==> src/rtl/pob_pkg.sv <==
// ----------------------------------------------------------------------------
// pob_pkg
// Shared types, codes and waveform helper for the polyphonic oscillator bank.
// ----------------------------------------------------------------------------
package pob_pkg;

   // Default voice count
   localparam int VOICES_DEFAULT = 8;

   // Request kinds
   localparam logic [1:0] KIND_TICK     = 2'd0;
   localparam logic [1:0] KIND_NOTE_ON  = 2'd1;
   localparam logic [1:0] KIND_NOTE_OFF = 2'd2;

   // Waveform modes
   localparam logic [1:0] MODE_RAMP  = 2'd0;
   localparam logic [1:0] MODE_PULSE = 2'd1;
   localparam logic [1:0] MODE_TRI   = 2'd2;

   // Output gain 0.4 in Q15
   localparam int GAIN_Q15 = 13107;
   localparam int GAIN_W   = 15;

   // Sequencer states
   typedef enum logic [2:0] {
      ST_IDLE,
      ST_SCAN,
      ST_APPLY,
      ST_TICK_ADD,
      ST_TICK_MIX,
      ST_SCALE,
      ST_OUT
   } state_type;

   // Q1.15 waveform value for one phase
   function automatic logic signed [15:0] wave_value(input logic [1:0]  mode,
                                                    input logic [31:0] phase);
      logic        [15:0] h;
      logic signed [17:0] h2;
      logic signed [17:0] tri_v;
      logic signed [15:0] result;
      h      = phase[31:16];
      h2     = signed'({1'b0, h, 1'b0});
      tri_v  = '0;
      result = '0;
      case (mode)
         MODE_RAMP: begin
            result = signed'({~h[15], h[14:0]});
         end
         MODE_PULSE: begin
            result = (phase != 32'd0 && !phase[31]) ? 16'sh7fff : 16'sh8000;
         end
         MODE_TRI: begin
            if (h < 16'd16384) begin
               tri_v = h2;
            end else if (h < 16'd49152) begin
               tri_v = 18'sd65536 - h2;
            end else begin
               // 2h - 131072: set the sign bit over 2h
               tri_v = signed'({1'b1, h, 1'b0});
            end
            // Clip the positive peak
            if (tri_v > 18'sd32767) begin
               result = 16'sh7fff;
            end else begin
               result = tri_v[15:0];
            end
         end
         default: begin
            result = '0;
         end
      endcase
      return result;
   endfunction

endpackage

==> src/rtl/polyphonic_oscillator_bank.sv <==
// Sequencing: note on/off scans the voice table one voice at a time, then claims
//   or frees a voice; a tick walks the table with one phase adder and one mixer
//   adder, one voice at a time, then applies the gain and hands the sample to the
//   output register; a result still held stalls the next.
// Throughput: one request at a time; req_ready is high only while the sequencer idles.
// Reset: synchronous, active high; clears all voices, phases and the waveform mode.
// ----------------------------------------------------------------------------
// polyphonic_oscillator_bank
// Voice table with phase accumulators, waveform lookup and scaled mix output.
// ----------------------------------------------------------------------------
module polyphonic_oscillator_bank
   import pob_pkg::*;
#(
   parameter int VOICES = VOICES_DEFAULT
) (
   input  logic               clock,
   input  logic               reset,
   // Request channel
   input  logic               req_valid,
   output logic               req_ready,
   input  logic [1:0]         req_kind,
   input  logic [7:0]         req_key_id,
   input  logic [30:0]        req_phase_step,
   // Result channel
   output logic               rsp_valid,
   input  logic               rsp_ready,
   output logic signed [17:0] rsp_mix_sample,
   output logic [7:0]         rsp_active_mask,
   // Configuration
   input  logic               csr_write_enable,
   input  logic [1:0]         csr_write_data
);

   localparam int IDX_W  = (VOICES > 1) ? $clog2(VOICES) : 1;
   localparam int SUM_W  = 17 + IDX_W;
   localparam int PROD_W = SUM_W + GAIN_W;
   localparam int MASK_W = (VOICES > 8) ? VOICES : 8;
   localparam logic [IDX_W-1:0] LAST_IDX = IDX_W'(VOICES - 1);

   // Voice table
   logic [VOICES-1:0] active_ff;
   logic [7:0]        key_ff   [VOICES];
   logic [30:0]       step_ff  [VOICES];
   logic [31:0]       phase_ff [VOICES];

   // Sequencer and request registers
   state_type                 state_ff, state_in;
   logic [IDX_W-1:0]          idx_ff, idx_in;
   logic [1:0]                kind_ff, kind_in;
   logic [7:0]                rkey_ff, rkey_in;
   logic [30:0]               rstep_ff, rstep_in;
   logic                      match_found_ff, match_found_in;
   logic [IDX_W-1:0]          match_idx_ff, match_idx_in;
   logic                      free_found_ff, free_found_in;
   logic [IDX_W-1:0]          free_idx_ff, free_idx_in;
   logic                      voice_on_ff, voice_on_in;
   logic [31:0]               newp_ff, newp_in;
   logic signed [SUM_W-1:0]   acc_ff, acc_in;
   logic signed [PROD_W-1:0]  prod_ff, prod_in;
   logic [1:0]                mode_ff, mode_in;
   logic                      rsp_valid_ff, rsp_valid_in;
   logic signed [17:0]        mix_ff, mix_in;
   logic [7:0]                mask_ff, mask_in;

   // Table write controls
   logic              phase_we;
   logic              slot_we;
   logic [IDX_W-1:0]  slot_idx;
   logic              active_set;
   logic              active_clr;
   logic [MASK_W-1:0] active_ext;
   logic signed [PROD_W-1:0] scaled;

   assign active_ext = MASK_W'(active_ff);
   assign scaled     = prod_ff >>> 15;

   // Next state and datapath
   always_comb begin
      state_in       = state_ff;
      idx_in         = idx_ff;
      kind_in        = kind_ff;
      rkey_in        = rkey_ff;
      rstep_in       = rstep_ff;
      match_found_in = match_found_ff;
      match_idx_in   = match_idx_ff;
      free_found_in  = free_found_ff;
      free_idx_in    = free_idx_ff;
      voice_on_in    = voice_on_ff;
      newp_in        = newp_ff;
      acc_in         = acc_ff;
      prod_in        = prod_ff;
      mode_in        = csr_write_enable ? csr_write_data : mode_ff;
      rsp_valid_in   = rsp_valid_ff && !rsp_ready;
      mix_in         = mix_ff;
      mask_in        = mask_ff;
      req_ready      = 1'b0;
      phase_we       = 1'b0;
      slot_we        = 1'b0;
      slot_idx       = '0;
      active_set     = 1'b0;
      active_clr     = 1'b0;

      unique case (state_ff)
         ST_IDLE: begin
            req_ready = 1'b1;
            if (req_valid) begin
               kind_in        = req_kind;
               rkey_in        = req_key_id;
               rstep_in       = req_phase_step;
               idx_in         = '0;
               match_found_in = 1'b0;
               free_found_in  = 1'b0;
               acc_in         = '0;
               if (req_kind == KIND_TICK) begin
                  state_in = ST_TICK_ADD;
               end else if (req_kind == KIND_NOTE_ON || req_kind == KIND_NOTE_OFF) begin
                  state_in = ST_SCAN;
               end
            end
         end

         // Walk the table for the first key match and first free slot
         ST_SCAN: begin
            if (active_ff[idx_ff] && key_ff[idx_ff] == rkey_ff && !match_found_ff) begin
               match_found_in = 1'b1;
               match_idx_in   = idx_ff;
            end
            if (!active_ff[idx_ff] && !free_found_ff) begin
               free_found_in = 1'b1;
               free_idx_in   = idx_ff;
            end
            if (idx_ff == LAST_IDX) begin
               state_in = ST_APPLY;
            end else begin
               idx_in = idx_ff + 1'b1;
            end
         end

         // Claim or free a voice
         ST_APPLY: begin
            if (kind_ff == KIND_NOTE_ON) begin
               slot_we    = 1'b1;
               active_set = 1'b1;
               if (match_found_ff) begin
                  slot_idx = match_idx_ff;
               end else if (free_found_ff) begin
                  slot_idx = free_idx_ff;
               end else begin
                  slot_idx = '0;
               end
            end else if (match_found_ff) begin
               active_clr = 1'b1;
               slot_idx   = match_idx_ff;
            end
            state_in = ST_IDLE;
         end

         // Advance one voice's phase
         ST_TICK_ADD: begin
            voice_on_in = active_ff[idx_ff];
            newp_in     = phase_ff[idx_ff] + {1'b0, step_ff[idx_ff]};
            phase_we    = active_ff[idx_ff];
            state_in    = ST_TICK_MIX;
         end

         // Mix that voice's waveform value
         ST_TICK_MIX: begin
            if (voice_on_ff) begin
               acc_in = acc_ff + SUM_W'(wave_value(mode_ff, newp_ff));
            end
            if (idx_ff == LAST_IDX) begin
               state_in = ST_SCALE;
            end else begin
               idx_in   = idx_ff + 1'b1;
               state_in = ST_TICK_ADD;
            end
         end

         // Apply the output gain
         ST_SCALE: begin
            prod_in  = PROD_W'(acc_ff) * PROD_W'(signed'(GAIN_W'(GAIN_Q15)));
            state_in = ST_OUT;
         end

         // Hand the sample to the output register once it is free
         ST_OUT: begin
            if (!rsp_valid_ff || rsp_ready) begin
               rsp_valid_in = 1'b1;
               mix_in       = scaled[17:0];
               mask_in      = active_ext[7:0];
               state_in     = ST_IDLE;
            end
         end

         default: begin
            state_in = ST_IDLE;
         end
      endcase
   end

   // Control registers
   always_ff @(posedge clock) begin
      if (reset) begin
         state_ff     <= ST_IDLE;
         idx_ff       <= '0;
         mode_ff      <= MODE_RAMP;
         rsp_valid_ff <= 1'b0;
         active_ff    <= '0;
      end else begin
         state_ff     <= state_in;
         idx_ff       <= idx_in;
         mode_ff      <= mode_in;
         rsp_valid_ff <= rsp_valid_in;
         if (active_set) begin
            active_ff[slot_idx] <= 1'b1;
         end else if (active_clr) begin
            active_ff[slot_idx] <= 1'b0;
         end
      end
   end

   // Phase accumulators
   always_ff @(posedge clock) begin
      if (reset) begin
         for (int i = 0; i < VOICES; i++) begin
            phase_ff[i] <= '0;
         end
      end else if (phase_we) begin
         phase_ff[idx_ff] <= newp_in;
      end
   end

   // Key and step slots
   always_ff @(posedge clock) begin
      if (slot_we) begin
         key_ff[slot_idx]  <= rkey_ff;
         step_ff[slot_idx] <= rstep_ff;
      end
   end

   // Datapath registers
   always_ff @(posedge clock) begin
      kind_ff        <= kind_in;
      rkey_ff        <= rkey_in;
      rstep_ff       <= rstep_in;
      match_found_ff <= match_found_in;
      match_idx_ff   <= match_idx_in;
      free_found_ff  <= free_found_in;
      free_idx_ff    <= free_idx_in;
      voice_on_ff    <= voice_on_in;
      newp_ff        <= newp_in;
      acc_ff         <= acc_in;
      prod_ff        <= prod_in;
      mix_ff         <= mix_in;
      mask_ff        <= mask_in;
   end

   assign rsp_valid       = rsp_valid_ff;
   assign rsp_mix_sample  = mix_ff;
   assign rsp_active_mask = mask_ff;

endmodule

==> config.mk <==
export PLATFORM = sky130hd
export DESIGN_NAME = polyphonic_oscillator_bank
export DESIGN_NICKNAME = d
export VERILOG_FILES = /design/src/rtl/pob_pkg.sv /design/src/rtl/polyphonic_oscillator_bank.sv
export SDC_FILE = /design/constraint.sdc
export NUM_CORES = 1
export LEC_CHECK = 0
export BUFFER_PORTS_ARGS = -buffer_cell sky130_fd_sc_hd__buf_2
export CORE_ASPECT_RATIO = 1.2
export CORE_MARGIN = 3
export CORE_UTILIZATION = 50
export DETAILED_ROUTE_END_ITERATION = 12
export HOLD_SLACK_MARGIN = 0.05
export PLACE_DENSITY = 0.68
export SLEW_MARGIN = 20
export SYNTH_ARGS = -nofsm -noshare
export SYNTH_HDL_FRONTEND = slang
export SYNTH_SLANG_ARGS = --single-unit
==> constraint.sdc <==
create_clock -name clock -period 8.1 [get_ports clock]
set_input_delay 0.81 -clock clock [delete_from_list [all_inputs] [get_ports clock]]
set_output_delay 0.81 -clock clock [all_outputs]
set_load 0.01 [all_outputs]
==> run_summary.xml <==
<?xml version="1.0" encoding="UTF-8"?>
<metrics>
  <group name="outcome">
    <metric name="outcome" unit="">complete, no violations</metric>
  </group>
  <group name="clock_network">
    <metric name="post-cts-setup-buffers" unit="">0</metric>
    <metric name="cts_hold_buffers" unit="">0</metric>
    <metric name="clk_latency" unit="ns">0.64</metric>
    <metric name="clock_tree.root_cell" unit="">clkbuf_16</metric>
    <metric name="cts_tree" unit="">built</metric>
    <metric name="h_tree_levels" unit="">3</metric>
    <metric name="ctsLongestPathBuffers" unit="">3</metric>
    <metric name="cts.reportedPaths.clkPinSlew" unit="ns">0.06</metric>
    <metric name="tritoncts_num_sinks" unit="">734</metric>
    <metric name="cts_resized" unit="">0</metric>
    <metric name="cts_buffers" unit="">75</metric>
  </group>
  <group name="global_route">
    <metric name="met3_layer_usage_reported_by_global_route" unit="">0.0316</metric>
    <metric name="total_congestion_overflow_after_global_routing" unit="">0</metric>
    <metric name="grt_max_degree" unit="">53</metric>
    <metric name="grt_pass1_vias" unit="">22300</metric>
    <metric name="met1_usage" unit="">0.263</metric>
    <metric name="grt_antenna_before_repair" unit="">0</metric>
    <metric name="grt_first_pass_wirelength" unit="um">129000</metric>
    <metric name="global_route_usage_over_all_layers" unit="">0.222</metric>
    <metric name="grt_most_used_layer" unit="">met2</metric>
    <metric name="grtUsageMet2" unit="">0.404</metric>
  </group>
  <group name="synthesis">
    <metric name="synthesis.area" unit="um2">36500</metric>
    <metric name="mappedNetlistNets" unit="">2871</metric>
    <metric name="synth_adder_area_share" unit="">0.110</metric>
    <metric name="yosys.cell_types.count" unit="">72</metric>
    <metric name="synth_top_family_by_area" unit="">multiplexers</metric>
    <metric name="synth_enable_flop_cells" unit="">682</metric>
    <metric name="synth_seq_area_share" unit="">0.590</metric>
    <metric name="dominantRegCellSynth" unit="">edfxtp_1</metric>
    <metric name="yosys.area_share.simple" unit="">0.0767</metric>
    <metric name="post-synth-top-count-cell" unit="">edfxtp_1</metric>
    <metric name="synth.area.mux_share" unit="">0.116</metric>
    <metric name="ys_top_cells_by_count" unit="">edfxtp_1, nor2_1, inv_1</metric>
    <metric name="post_synth_main_area_contributors" unit="">edfxtp_1, mux4_2, fa_1, ha_1, nor2_1</metric>
    <metric name="post-synth-top-area-fraction" unit="">0.561</metric>
    <metric name="yosys_warnings" unit="">0</metric>
    <metric name="asyncSetResetFlopFracSynth" unit="">0</metric>
    <metric name="synth_seq_cells" unit="">734</metric>
    <metric name="synth_cells" unit="">2568</metric>
    <metric name="netlist.top_cell.by_area" unit="">edfxtp_1</metric>
    <metric name="synth-compound-area-share" unit="">0.0543</metric>
    <metric name="synth_xor_xnor_area_share" unit="">0.0192</metric>
    <metric name="synth_area_per_cell" unit="um2">14.2</metric>
  </group>
  <group name="timing">
    <metric name="report.final.setup_viol" unit="">0</metric>
    <metric name="final-hold-violation-count" unit="">0</metric>
    <metric name="worst_clock_skew" unit="ns">0.0227</metric>
    <metric name="fin_crit_sh" unit="">0.749</metric>
    <metric name="rsz_0062_raised_after_global_routing" unit="">false</metric>
    <metric name="relSlewSlack" unit="">0.303</metric>
    <metric name="finalWorstSetupSlack" unit="ns">2.03</metric>
    <metric name="timing_worst_slew_pin_value" unit="ns">1.04</metric>
    <metric name="final.min_clock_period" unit="ns">6.07</metric>
    <metric name="setup-tns-final" unit="ns">0</metric>
    <metric name="final-max-slew-violation-count" unit="">0</metric>
    <metric name="max_freq" unit="MHz">165</metric>
    <metric name="timing.hold.ws" unit="ns">0.343</metric>
  </group>
  <group name="critical_path">
    <metric name="rr_worst_depth" unit="">17</metric>
    <metric name="crit_path_end_kind" unit="">register</metric>
    <metric name="r2r_slack" unit="ns">2.03</metric>
    <metric name="critical_path_required" unit="ns">8.48</metric>
    <metric name="startpoint_type" unit="">register</metric>
    <metric name="timing.critical_path.max_delay_family" unit="">adder cells</metric>
    <metric name="worst-setup-path-type" unit="">reg2reg</metric>
    <metric name="path_common_cell" unit="">fa_1</metric>
    <metric name="worst_ep_arrival_time" unit="ns">6.45</metric>
    <metric name="critical_path.cell_chain" unit="">ha_1 &gt; inv_1 &gt; fa_1 &gt; ha_1 &gt; fa_1 &gt; fa_1 &gt; inv_1 &gt; fa_1 &gt; inv_1 &gt; ha_1 &gt; and3_1 &gt; nand2_1 &gt; nor4b_1 &gt; o2111ai_1 &gt; nand3_1 &gt; a31oi_1 &gt; xnor2_1</metric>
    <metric name="critical_path_top_delay_cell" unit="">edfxtp_1</metric>
    <metric name="cp_max_fo" unit="">18</metric>
    <metric name="critPathBufInv" unit="">3</metric>
    <metric name="critical_path.max_stage_delay" unit="ns">0.93</metric>
    <metric name="reg2reg_from" unit="">acc_ff[19]$_SDFFCE_PP0P_</metric>
    <metric name="worst_r2r_endpoint" unit="">prod_ff[31]$_DFFE_PP_</metric>
  </group>
  <group name="floorplanning">
    <metric name="top_level_ports" unit="">76</metric>
    <metric name="die-area" unit="um2">76300</metric>
    <metric name="dieHeight" unit="um">302</metric>
    <metric name="initial_core_util" unit="">0.510</metric>
    <metric name="placement_rows" unit="">107</metric>
    <metric name="floorplan.die.width" unit="um">253</metric>
    <metric name="core" unit="um2">71600</metric>
  </group>
  <group name="job">
    <metric name="timing.max_cap.violations" unit="">0</metric>
  </group>
  <group name="detailed_routing">
    <metric name="vias_after_detailed_routing" unit="">21300</metric>
    <metric name="detail_route.drc_violations" unit="">0</metric>
    <metric name="initial_drt_markers" unit="">1598</metric>
    <metric name="drt_first_pass_iters" unit="">5</metric>
    <metric name="vias_per_cell" unit="">5.85</metric>
    <metric name="routedWlPerCell" unit="um">22.8</metric>
    <metric name="routed_wl" unit="um">83100</metric>
    <metric name="drtAntennaViolNets" unit="">0</metric>
  </group>
  <group name="hold_path">
    <metric name="worst_hold_startpoint" unit="">req_phase_step[16]</metric>
    <metric name="timing.hold.worst_path_depth" unit="">1</metric>
    <metric name="worst_hold_path_type" unit="">in2reg</metric>
    <metric name="whs_endpoint" unit="">rstep_ff[16]$_DFFE_PP_</metric>
  </group>
  <group name="cells_and_area">
    <metric name="finalInstanceArea" unit="um2">40600</metric>
    <metric name="num-nets-final" unit="">2957</metric>
    <metric name="fillCellCount" unit="">5490</metric>
    <metric name="post_route_cells_drive_above_1_share" unit="">0.179</metric>
    <metric name="flow.area_growth_from_synthesis" unit="%">11.2</metric>
    <metric name="seqCellArea" unit="um2">21500</metric>
    <metric name="multi_input_comb_area" unit="um2">13800</metric>
    <metric name="num_antenna_cells" unit="">0</metric>
  </group>
  <group name="place">
    <metric name="gp_congestion" unit="">0.891</metric>
    <metric name="port_buffers" unit="">75</metric>
    <metric name="place_area" unit="um2">38000</metric>
    <metric name="worst_case_setup_slack_after_placement" unit="ns">2.04</metric>
    <metric name="detailed_place_hpwl" unit="um">53700</metric>
  </group>
  <group name="power_and_ir_drop">
    <metric name="p_leak" unit="nW">15.0</metric>
    <metric name="power.ir.vdd_worst" unit="uV">200</metric>
    <metric name="power" unit="mW">12.4</metric>
    <metric name="p_per_area" unit="nW/um2">306</metric>
  </group>
</metrics>
-- kinds of logic (layout without fill, tap and decap cells) --
group | after synthesis | in the layout
fa+ha+maj | 255 | 255
flops | 734 | 734
buf+inv | 332 | 479
mux | 235 | 235
compound gates | 313 | 313
xor+xnor | 80 | 80
simple gates | 619 | 619
-- metal layers --
| metal | part of all wire | up-vias |
|---|---|---|
| met4 | 0.041 | 0 |
| met1 | 0.38 | 10800 |
| met5 | 0 | - |
| li1 | - | 9645 |
| met2 | 0.53 | 624 |
| met3 | 0.049 | 174 |
-- flip-flops by register name (all words and copies together), names as in the netlist, 3 cells and up, named ones only --
register and cells:
free_idx_ff 3, rsp_active_mask 8, rstep_ff 31, newp_ff 32, idx_ff 3, rsp_mix_sample 18
acc_ff 20, step_ff 248, key_ff 64, rkey_ff 8, prod_ff 18, phase_ff 256
state_ff 3, match_idx_ff 3
-- cell usage in the layout, fill, tap and decap left out, types with 32 or more instances in the layout --
cell type,count
ha_1,147
inv_1,218
nor3_1,47
fa_1,108
buf_2,75
nand2_1,110
xor2_1,41
mux2_2,62
clkbuf_16,75
dfxtp_1,49
a21o_1,32
buf_4,40
xnor2_1,39
o21ai_0,83
mux4_2,144
edfxtp_1,682
nor2_1,302
a21oi_1,81
-- layout make-up --
type | instances | area share
Inverter | 224 | 0.0207
Tap cell | 926 | 0.0286
Timing Repair Buffer | 117 | 0.0173
Clock buffer | 86 | 0.0478
Multi-Input combinational cell | 1502 | 0.339
Clock inverter | 52 | 0.0161
Sequential cell | 734 | 0.531
-- where the power goes --
part,internal [mW],switching (mW)
clock network,2.08,1.51
logic,1.79,2.40
registers,4.47,0.150
-- how the worst max path moves through the flow --
stage / start / to / slack, ns / cells past startpoint
final: acc_ff[19]$_SDFFCE_PP0P_ / prod_ff[31]$_DFFE_PP_ / 2.03 / 17
after global routing: acc_ff[19]$_SDFFCE_PP0P_ / prod_ff[32]$_DFFE_PP_ / 1.68 / 17
after CTS: acc_ff[19]$_SDFFCE_PP0P_ / prod_ff[31]$_DFFE_PP_ / 2.03 / 17
after detailed placement: acc_ff[19]$_SDFFCE_PP0P_ / prod_ff[31]$_DFFE_PP_ / 2.04 / 17
after global placement: acc_ff[19]$_SDFFCE_PP0P_ / prod_ff[31]$_DFFE_PP_ / 2.19 / 17
after floorplan: acc_ff[6]$_SDFFCE_PP0P_ / prod_ff[32]$_DFFE_PP_ / 2.73 / 19
-- metrics by stage --
stage | utilization | cells
2_1_floorplan | - | 2568
3_3_place_gp | 0.530 | 3502
3_5_place_dp | 0.530 | 3502
4_1_cts | 0.566 | 3640
5_1_grt | 0.567 | 3641
6_report | 0.567 | 3641
Power figures use the tool's default switching activity.
